`src/rtl/fvtng_pkg.sv`:
```
// Shared types, register codes and helpers for the four-voice tone/noise generator.
// Used by fvtng_voice and the top level four_voice_tone_noise_generator.
package fvtng_pkg;

    localparam int unsigned NumVoices = 4;

    // Register select within a voice (address bits 1:0)
    localparam logic [1:0] REG_PERIOD_LO = 2'd0;
    localparam logic [1:0] REG_PERIOD_HI = 2'd1;
    localparam logic [1:0] REG_MODE_VOL  = 2'd2;
    localparam logic [1:0] REG_DIVIDER   = 2'd3;

    // Noise modes
    localparam logic [1:0] MODE_SQUARE = 2'd0;
    localparam logic [1:0] MODE_TAP    = 2'd1;
    localparam logic [1:0] MODE_ROTATE = 2'd2;
    localparam logic [1:0] MODE_RING   = 2'd3;

    // Operation codes carried on tuser
    localparam logic OP_WRITE = 1'b0;
    localparam logic OP_TICK  = 1'b1;

    // Per-voice request, decoded by the top level
    typedef struct packed {
        logic       wr_en;
        logic       tick;
        logic [1:0] reg_sel;
        logic [7:0] data;
        logic       offset_neg;
    } t_voice_req;

    // floor(127*vol/31) = 4*vol + floor(3*vol/31)
    function automatic logic [6:0] level_of(input logic [4:0] vol);
        logic [6:0] v3;
        logic [1:0] frac;
        v3 = 7'(vol) * 7'd3;
        if (v3 >= 7'd93) begin
            frac = 2'd3;
        end else if (v3 >= 7'd62) begin
            frac = 2'd2;
        end else if (v3 >= 7'd31) begin
            frac = 2'd1;
        end else begin
            frac = 2'd0;
        end
        return {vol, 2'b00} + 7'(frac);
    endfunction

endpackage

```
`src/rtl/fvtng_voice.sv`:
```
// One voice: period/mode/volume/divider registers, tone counter, LFSR and
// second oscillator. Depends on fvtng_pkg.
module fvtng_voice
    import fvtng_pkg::*;
(
    input  logic       i_clk,
    input  logic       i_rst_n,
    input  t_voice_req i_req,
    output logic       o_gate,
    output logic [6:0] o_level
);

    logic [15:0]        r_period, n_period;
    logic [1:0]         r_mode, n_mode;
    logic [4:0]         r_volume, n_volume;
    logic [6:0]         r_divider, n_divider;
    logic [15:0]        r_sr, n_sr;
    logic [15:0]        r_tone_cnt, n_tone_cnt;   // never negative once stored
    logic signed [17:0] r_aux_cnt, n_aux_cnt;
    logic               r_carrier, n_carrier;

    logic               tone_reload;
    logic signed [17:0] aux_dec;
    logic signed [17:0] aux_inc;
    logic signed [17:0] aux_reload;
    logic signed [17:0] aux_limit;

    always_comb begin
        n_period   = r_period;
        n_mode     = r_mode;
        n_volume   = r_volume;
        n_divider  = r_divider;
        n_sr       = r_sr;
        n_tone_cnt = r_tone_cnt;
        n_aux_cnt  = r_aux_cnt;
        n_carrier  = r_carrier;

        // tone counter hits zero or below after decrement
        tone_reload = (r_tone_cnt <= 16'd1);
        aux_dec     = r_aux_cnt - 18'sd1;
        aux_inc     = r_aux_cnt + 18'sd1;
        aux_limit   = $signed({7'd0, r_divider, 4'd0});
        if (i_req.offset_neg) begin
            aux_reload = $signed({2'b00, r_period}) - $signed({11'd0, r_divider});
        end else begin
            aux_reload = $signed({2'b00, r_period}) + $signed({11'd0, r_divider});
        end

        if (i_req.wr_en) begin
            unique case (i_req.reg_sel)
                REG_PERIOD_LO: n_period = {r_period[15:8], i_req.data};
                REG_PERIOD_HI: n_period = {i_req.data, r_period[7:0]};
                REG_MODE_VOL: begin
                    n_mode   = i_req.data[7:6];
                    n_volume = i_req.data[4:0];
                end
                REG_DIVIDER: begin
                    n_divider = i_req.data[6:0];
                    if (i_req.data[7]) begin
                        n_sr       = 16'd1;
                        n_tone_cnt = '0;
                        n_aux_cnt  = '0;
                    end
                end
                default: ;
            endcase
        end else if (i_req.tick) begin
            if (tone_reload) begin
                n_tone_cnt = r_period;
                case (r_mode)
                    MODE_TAP: begin
                        n_sr      = {r_sr[0] ^ r_sr[3], r_sr[15:1]};
                        n_carrier = n_sr[0];
                    end
                    MODE_ROTATE: begin
                        n_sr      = {r_sr[0], r_sr[15:1]};
                        n_carrier = n_sr[0];
                    end
                    default: n_carrier = ~r_carrier;
                endcase
            end else begin
                n_tone_cnt = r_tone_cnt - 16'd1;
            end

            if (r_mode == MODE_RING) begin
                if (aux_dec <= 18'sd0) begin
                    n_aux_cnt = aux_reload;
                    n_sr[0]   = ~n_sr[0];
                end else begin
                    n_aux_cnt = aux_dec;
                end
            end else if (r_divider != 7'd0) begin
                if (aux_inc >= aux_limit) begin
                    n_aux_cnt = '0;
                    n_sr      = 16'd1;
                end else begin
                    n_aux_cnt = aux_inc;
                end
            end
        end
    end

    always_ff @(posedge i_clk) begin
        if (!i_rst_n) begin
            r_period   <= '0;
            r_mode     <= MODE_SQUARE;
            r_volume   <= '0;
            r_divider  <= '0;
            r_sr       <= 16'd1;
            r_tone_cnt <= '0;
            r_aux_cnt  <= '0;
            r_carrier  <= 1'b0;
        end else begin
            r_period   <= n_period;
            r_mode     <= n_mode;
            r_volume   <= n_volume;
            r_divider  <= n_divider;
            r_sr       <= n_sr;
            r_tone_cnt <= n_tone_cnt;
            r_aux_cnt  <= n_aux_cnt;
            r_carrier  <= n_carrier;
        end
    end

    // ring mode: carrier XOR LFSR bit 0
    assign o_gate  = (r_mode == MODE_RING) ? (n_carrier ^ n_sr[0]) : n_carrier;
    assign o_level = level_of(r_volume);

endmodule

```
`src/rtl/four_voice_tone_noise_generator.sv`:
```
// Four-voice tone/noise generator top level. A tick request's result appears on the
// master side in the cycle after acceptance. Throughput: one request per cycle unless
// the result stalls; register writes produce no result. The output register decouples
// the sides, so a request is taken whenever the result register is empty or drains.
// Synchronous active-low reset: voice registers cleared, LFSRs set to 1, output empty.
// Depends on fvtng_pkg and fvtng_voice.
module four_voice_tone_noise_generator
    import fvtng_pkg::*;
(
    input  logic        i_clk,
    input  logic        i_rst_n,
    input  logic        i_cfg_wr_en,
    input  logic [3:0]  i_cfg_wr_data,     // mode3_offset_negative, bit per voice
    input  logic        i_s_axis_tvalid,
    output logic        o_s_axis_tready,
    input  logic [15:0] i_s_axis_tdata,    // [3:0] address, [11:4] data, [15:12] zero
    input  logic        i_s_axis_tuser,    // [0] operation (0 write, 1 tick)
    output logic        o_m_axis_tvalid,
    input  logic        i_m_axis_tready,
    // [0..3] voice0..3 gate, [10:4] voice0 level, [17:11] voice1 level,
    // [24:18] voice2 level, [31:25] voice3 level
    output logic [31:0] o_m_axis_tdata
);

    logic [3:0]  r_offset_neg;
    logic        r_out_valid;
    logic [31:0] r_out_data;
    logic        s_accept;
    logic        tick_accept;
    logic [3:0]  gate;
    logic [6:0]  level [NumVoices];
    t_voice_req  req [NumVoices];

    assign o_s_axis_tready = !r_out_valid || i_m_axis_tready;
    assign s_accept        = i_s_axis_tvalid && o_s_axis_tready;
    assign tick_accept     = s_accept && (i_s_axis_tuser == OP_TICK);

    for (genvar v = 0; v < NumVoices; v++) begin : g_voice
        always_comb begin
            req[v].wr_en      = s_accept && (i_s_axis_tuser == OP_WRITE)
                                && (i_s_axis_tdata[3:2] == 2'(v));
            req[v].tick       = tick_accept;
            req[v].reg_sel    = i_s_axis_tdata[1:0];
            req[v].data       = i_s_axis_tdata[11:4];
            req[v].offset_neg = r_offset_neg[v];
        end

        fvtng_voice u_voice (
            .i_clk   (i_clk),
            .i_rst_n (i_rst_n),
            .i_req   (req[v]),
            .o_gate  (gate[v]),
            .o_level (level[v])
        );
    end

    always_ff @(posedge i_clk) begin
        if (!i_rst_n) begin
            r_offset_neg <= '0;
            r_out_valid  <= 1'b0;
        end else begin
            if (i_cfg_wr_en) begin
                r_offset_neg <= i_cfg_wr_data;
            end
            if (tick_accept) begin
                r_out_valid <= 1'b1;
            end else if (i_m_axis_tready) begin
                r_out_valid <= 1'b0;
            end
        end
    end

    always_ff @(posedge i_clk) begin
        if (tick_accept) begin
            r_out_data <= {level[3], level[2], level[1], level[0], gate};
        end
    end

    assign o_m_axis_tvalid = r_out_valid;
    assign o_m_axis_tdata  = r_out_data;

    a_tick_gives_result: assert property (@(posedge i_clk) disable iff (!i_rst_n)
        tick_accept |=> o_m_axis_tvalid)
        else $error("tick request did not produce a result");

    a_write_no_result: assert property (@(posedge i_clk) disable iff (!i_rst_n)
        (!o_m_axis_tvalid && s_accept && (i_s_axis_tuser == OP_WRITE)) |=> !o_m_axis_tvalid)
        else $error("register write produced a result");

    a_no_overwrite: assert property (@(posedge i_clk) disable iff (!i_rst_n)
        (o_m_axis_tvalid && !i_m_axis_tready) |-> !s_accept)
        else $error("request accepted while result stalled");

    a_result_holds: assert property (@(posedge i_clk) disable iff (!i_rst_n)
        (o_m_axis_tvalid && !i_m_axis_tready) |=> $stable(o_m_axis_tdata))
        else $error("stalled result changed");

endmodule
```
`config.mk`:
```
export PLATFORM = sky130hd
export DESIGN_NAME = four_voice_tone_noise_generator
export DESIGN_NICKNAME = d
export VERILOG_FILES = /design/src/rtl/fvtng_pkg.sv /design/src/rtl/fvtng_voice.sv /design/src/rtl/four_voice_tone_noise_generator.sv
export SDC_FILE = /design/constraint.sdc
export NUM_CORES = 1
export LEC_CHECK = 0
export BUFFER_PORTS_ARGS = -buffer_cell sky130_fd_sc_hd__buf_2
export CORE_MARGIN = 8
export CORE_UTILIZATION = 45
export CTS_BUF_LIST = sky130_fd_sc_hd__clkbuf_4 sky130_fd_sc_hd__clkbuf_8
export DETAILED_ROUTE_END_ITERATION = 8
export GPL_ROUTABILITY_DRIVEN = 0
export HOLD_SLACK_MARGIN = 0.05
export PLACE_DENSITY = 0.69
export SETUP_SLACK_MARGIN = 0.02
export SYNTH_ARGS = -nofsm -noshare
export SYNTH_HDL_FRONTEND = slang
export SYNTH_HIERARCHICAL = 1
export SYNTH_SLANG_ARGS = --single-unit
```
`constraint.sdc`:
```
create_clock -name i_clk -period 5.6 [get_ports i_clk]
set_input_delay 1.12 -clock i_clk [delete_from_list [all_inputs] [get_ports i_clk]]
set_output_delay 1.12 -clock i_clk [all_outputs]
set_load 0.01 [all_outputs]
```
Yosys cells after proc, flatten, opt, wreduce, memory -nomap -nowiden. Cells that the tools add are included. Widths: inputs -> output; s select.

Output and inout bits: 34. Input port bits: 26. Register bits after elaboration: 361. Word-level logic and storage cells: 323.

Bitwise logic cells: 19. Add/subtract/negate cells: 24. Multiplexer cells: 131. Magnitude comparators: 24. Eq/ne operators: 26. Multipliers: 4. Reductions and logical operators: 52.

Operators with widths (count): $mux 16 (50); $mux 18 (30); $pmux 16 s2 (5); $add 18x2->18 const B (4); $ge 18x12->1 (4); $le 18x1->1 const B (4); $sub 18x2->18 const B (4); $add 16x7->17 (4); $sub 16x7->17 (4); $le 16x1->1 const B (4); $sub 16x1->16 const B (4); $mux 15 (4); $reduce_and 3->1 (12); $mux 1 (34); $add 7x2->7 (4); $ge 7x5->1 const B (4); $ge 7x6->1 const B (4); $ge 7x7->1 const B (4); $mul 5x2->7 const B (4); $reduce_bool 7->1 (4); $eq 2x2->1 const B (12); $mux 2 (8); $ne 2x2->1 const B (8); $reduce_and 2->1 (8); other kinds (11) (53).

Longest topological paths before layout.
Depth after elaboration: 13. Depth in mapped cells: 16. Depth with buffers taken out: 15.

By module. Netlist, hierarchy kept.

Modules (own cells, without submodules): fvtng_voice at g_voice[1].u_voice ... (area an instance 6032.0 um2, times used 2, cells an instance 783, sequential area each 1621.6 um2); fvtng_voice at g_voice[0].u_voice (area an instance 6247.2 um2, times used 1, cells an instance 805, sequential area each 1621.6 um2); fvtng_voice at g_voice[3].u_voice (area an instance 6177.2 um2, times used 1, cells an instance 805, sequential area each 1621.6 um2); four_voice_tone_noise_generator (area an instance 1209.9 um2, times used 1, cells an instance 57, sequential area each 1061.0 um2).

Least setup slack after synthesis. No wires, ideal clock.

Kind: input-to-reg. Start point: in i_s_axis_tvalid. End point: reg r_out_data[3] (netlist: o_m_axis_tdata[3]), data pin. Arrival time: 4.065 ns. Path buffers: 0. Library setup time: 0.262 ns. Required time: 5.338 ns. Path slack: 1.273 ns. Stages on the path: 8. Cells stage by stage: nand2_1 > nor2_1 > nand2b_1 > a2111oi_0 > a21oi_1 > or3b_1 > a211oi_1 > nor3_1.

RTL lines: start, declared (RTL line four_voice_tone_noise_generator.sv:14) `input logic i_s_axis_tvalid,`; end signal, assigned (RTL line four_voice_tone_noise_generator.sv:75) `r_out_data <= {level[3], level[2], level[1], level[0], gate};`; end, declared (RTL line four_voice_tone_noise_generator.sv:27) `logic [31:0] r_out_data;`.

Final worst setup path.
Start point: reg g_voice[3].u_voice.r_aux_cnt[2]. End point: reg g_voice[3].u_voice.r_sr[10].

Cells in the longest elaborated chain, start to end: 7.

RTL lines: start, declared (RTL line fvtng_voice.sv:19) `logic signed [17:0] r_aux_cnt, n_aux_cnt;`; start signal, assigned (RTL line fvtng_voice.sv:120) `r_aux_cnt <= n_aux_cnt;`; $add 18x2->18 (RTL line fvtng_voice.sv:41) `aux_inc = r_aux_cnt + 18'sd1;`; $ge 18x12->1 (RTL line fvtng_voice.sv:93) `if (aux_inc >= aux_limit) begin`; $mux 16 (RTL line fvtng_voice.sv:93); $mux 16 (RTL line fvtng_voice.sv:92) `end else if (r_divider != 7'd0) begin`; $mux 15 (RTL line fvtng_voice.sv:85) `if (r_mode == MODE_RING) begin`; $mux 16 (RTL line fvtng_voice.sv:67) `end else if (i_req.tick) begin`; $mux 16 (RTL line fvtng_voice.sv:49) `if (i_req.wr_en) begin`; end signal, assigned (RTL line fvtng_voice.sv:118) `r_sr <= n_sr;`; end, declared (RTL line fvtng_voice.sv:17) `logic [15:0] r_sr, n_sr;`.

Every way passes these cells. The select of a mux whose other input is x is not followed. A chain may end at the register's enable or synchronous reset.

==> summary.md <==
| Metric | Value |
|---|---|
| Outcome | `finished clean` |
| CTS clk-pin slew, worst paths | `0.06 ns` |
| I/O pin cnt | `60` |
| Area Overhead vs Synth | `7.970%` |
| H-tree levels | `3` |
| Port bufs | `55` |
| Die Ht | `255.0 um` |
| Crit path launch type | `register` |
| Period utilization | `75.59%` |
| Hold Path Depth | `2` |
| Tightest Hold Check Type | `register to register` |
| Peak supply drop | `around 390 uV` |
| Routed WL | `70830 um` |
| Worst setup path start | `g_voice[3].u_voice/r_aux_cnt[2]` |
| Root Buffer | `clkbuf_8` |
| Worst path max stage delay | `between 0.9 and 1 ns` |
| Routed len/inst | `17.70 um` |
| Post-CTS setup buffers | `0` |
| Placed Area | `about 0.026 mm2` |
| Minimum clock period | `roughly 4.2 ns` |
| Clk_lat worst skew | `0.63 ns` |
| Post-synth top area share | `between 20% and 30%` |
| R2R setup slack | `about 1.4 ns` |
| Row count | `87` |
| Number of global-route vias before repair | `21590` |
| Gate Count Post-Synth | `3233` |
| Yosys top cell by area | `dfxtp_1` |
| Worst Path Max Fanout | `15` |
| Fin. Hold Viols | `0` |
| Total GRT Usage | `21.13%` |
| First-pass GRT wire length | `between 100000 and 150000 um` |
| Initial Util | `45.58%` |
| Total power | `0.009824 W` |
| Sink of the worst hold path | `g_voice[1].u_voice/r_sr[14]` |
| Via count | `about 24000` |
| Initial DRC count | `roughly 2000` |
| Max Root-Sink Buffers | `3` |
| Yosys warning count | `6` |
| Fin Clk Skew | `0.02283 ns` |
| Hold_buf cts | `0` |
| Buffer and inverter count on the worst path | `0` |
| Final net count | `3382` |
| GRT Residual Overflow | `0` |
| Post-Layout Cell Count | `4001` |
| Sequential area share after synthesis | `slightly below 30%` |
| Layout cell share with drive strength beyond 1 | `under 10%` |
| Initial antenna violation count | `1` |
| DRT Pass-1 Iters | `6` |
| Reg2reg path depth | `13` |
| Most common cell in the netlist | `nand2_1` |
| Top cells by area, synth | `dfxtp_1 26%, ha_1 7.6%, nand2_1 4.8%` |
| Mapped cell area | `between 0.02 and 0.03 mm2` |
| Setup slack after layout | `around 1.4 ns` |
| DRC Markers | `0` |
| Die extent in x | `approximately 250 um` |
| Critical-path top delay cell | `a31oi_1` |
| Critical path class | `register to register` |
| CTS Buf Count | `68` |
| Filler cells | `5468` |
| Post-synth top cells | `330 x nand2_1, 329 x dfxtp_1, 304 x nor2_1, 211 x a21oi_1, 165 x o21ai_0` |
| Final-report max-slew violation count | `0` |
| P per Cell Area | `354.1 mW/mm2` |
| Multi-input logic area | `0.01674 mm2` |
| RR Endpoint | `g_voice[3].u_voice/r_sr[10]` |
| Antenna viol nets, final | `0` |
| Reg area | `0.007547 mm2` |
| Core footprint | `0.05639 mm2` |
| Hold path startpoint | `g_voice[1].u_voice/r_sr[15]` |
| Worst r2r src | `g_voice[3].u_voice/r_aux_cnt[2]` |
| Dominant synthesized flop cell | `dfxtp_1` |
| Post-Syn Nets | `3427` |
| Register bit total from synthesis | `roughly 360` |
| CTS tree | `built` |
| Placed insts | `3874` |
| Setup TNS | `0 ns` |
| Final Setup Violations | `0` |
| Synth Area per Inst | `7.949 um2` |
| Slew @ Worst Pin | `approximately 1.2 ns` |
| Post-DP HPWL | `~49000 um` |
| Die area | `0.06501 mm2` |
| Post-route design area | `0.02775 mm2` |
| Crit path cell chain | `nand2_1 > nor3_1 > nand4_1 > xnor2_1 > ha_1 > a21o_1 > a211oi_1 > o21ai_0 > o221ai_1 > a41oi_1 > a31oi_1 > a22oi_1 > nor2_1` |
| RSZ-0062 raised after global routing | `no` |
| Post-synth ARST share | `0%` |
| Post-synth EDFFs | `32` |
| CP Capture Type | `register` |
| Yosys cell types | `103` |
| Leak pwr | `11.13 nW` |
| Slew headroom | `17.86%` |
| PostCTS Resize Cnt | `0` |
| Worst Path Arrival | `4.78 ns` |
| WP data required | `between 6 and 7 ns` |
| Fmax | `236.2 MHz` |
| TritonCTS sink count | `361` |
| Setup Slack @ Placement | `1.439 ns` |
| Drt via density | `just under 6` |
| Delay-heaviest family, CP | `compound AO/OA/AOI/OAI gates` |
| Pin count of the biggest net entering global routing | `70` |
| Max-cap violations | `0` |
==> routing by layer <==
layer | part of all wire, % | wire [um] | vias up | global-route usage, %
li1 | - | - | 11528 | -
met1 | 46 | 32400 | 11058 | 29.12
met2 | 44 | 31350 | 842 | 33.12
met3 | 7.0 | 4929 | 143 | 3.218
met4 | 3.0 | 2144 | 0 | 8.011
met5 | 0 | 0 | - | 0
==> stage by stage <==
step | utilization [%] | hold WS (ns)
after floorplan | - | 0.4401
after global placement | 46.57 | 0.4558
after detailed placement | 46.57 | 0.4656
after CTS | 49.20 | 0.4639
after global routing | 49.20 | 0.4875
final | 49.21 | 0.4692
==> worst register-to-register path, cell delays in order, from the launching register on <==
cell and delay [ns]:
dfxtp_1 0.58, nand2_1 0.18, nor3_1 0.26, nand4_1 0.15, xnor2_1 0.26, ha_1 0.29, a21o_1 0.16, a211oi_1 0.21
o21ai_0 0.12, o221ai_1 0.26, a41oi_1 0.36, a31oi_1 0.97, a22oi_1 0.23, nor2_1 0.14
==> registers in the layout (all words and copies together), names as in the netlist <==
register,cells
g_voice.u_voice/r_sr,64
g_voice.u_voice/r_divider,28
g_voice.u_voice/r_carrier,4
o_m_axis_tdata,32
g_voice.u_voice/r_mode,8
o_m_axis_tvalid,1
r_offset_neg,4
g_voice.u_voice/r_aux_cnt,72
g_voice.u_voice/r_period,64
g_voice.u_voice/r_tone_cnt,64
g_voice.u_voice/r_volume,20
==> cell type report <==
type / count / share of cell area [%]
antenna: 2 / 0.01804
clock buffer: 101 / 4.604
clock inverter: 24 / 0.7440
inverter: 130 / 1.759
multi-input combinational: 2538 / 60.34
sequential: 361 / 27.20
tap: 756 / 3.409
timing repair buffer: 89 / 1.921
==> placed cells by master (no fill, tap or decap), drive strengths merged, types with 13 or more instances in the layout <==
cell	netlist	routed
nand4	49	49
a21o	24	24
nor3b	17	17
and2	30	30
nand2b	37	37
xor2	85	85
clkinv	2	17
nor3	117	117
nand3b	21	21
ha	156	156
buf	74	89
a21oi	213	213
nand3	76	76
nand2	331	331
nor2	304	304
edfxtp	32	32
inv	128	128
xnor2	117	117
o211ai	24	24
mux2i	116	116
o22ai	62	62
and3	35	35
o31ai	13	13
dfxtp	329	329
a31oi	29	29
a22oi	37	37
clkbuf	130	101
nor4	85	85
a21boi	20	20
or2	16	16
nor2b	69	69
or3	31	31
a211oi	26	26
o21ai	180	180
o21a	24	24
or4	22	22
==> power by group <==
group | switching, W | internal, W
Combinational | 0.00246 | 0.00142
Clock | 0.00121 | 0.00161
Sequential | 0.000273 | 0.00286
Total | 0.00394 | 0.00589
==> worst max path at each step <==
| stage | endpoint | slack (ns) | cells past startpoint |
|---|---|---|---|
| floorplan | o_m_axis_tdata[3] | 1.27 | 8 |
| global placement | g_voice[3].u_voice/r_sr[5] | 1.49 | 11 |
| detailed placement | g_voice[3].u_voice/r_sr[10] | 1.44 | 11 |
| CTS | g_voice[3].u_voice/r_sr[2] | 1.43 | 13 |
| global route | g_voice[3].u_voice/r_sr[2] | 0.89 | 13 |
| finish | g_voice[3].u_voice/r_sr[10] | 1.37 | 13 |
==> cells by family after synthesis <==
group	after synthesis	synth area share (%)
AND/OR/NAND/NOR	1271	25.40
AO/OA/AOI/OAI	774	19.40
flip-flops	361	29.37
buffers and inverters	334	5.531
XOR/XNOR	202	6.943
adder cells (fa/ha/maj)	168	8.530
multiplexers	123	4.825
(Power assumes the default switching activity.)
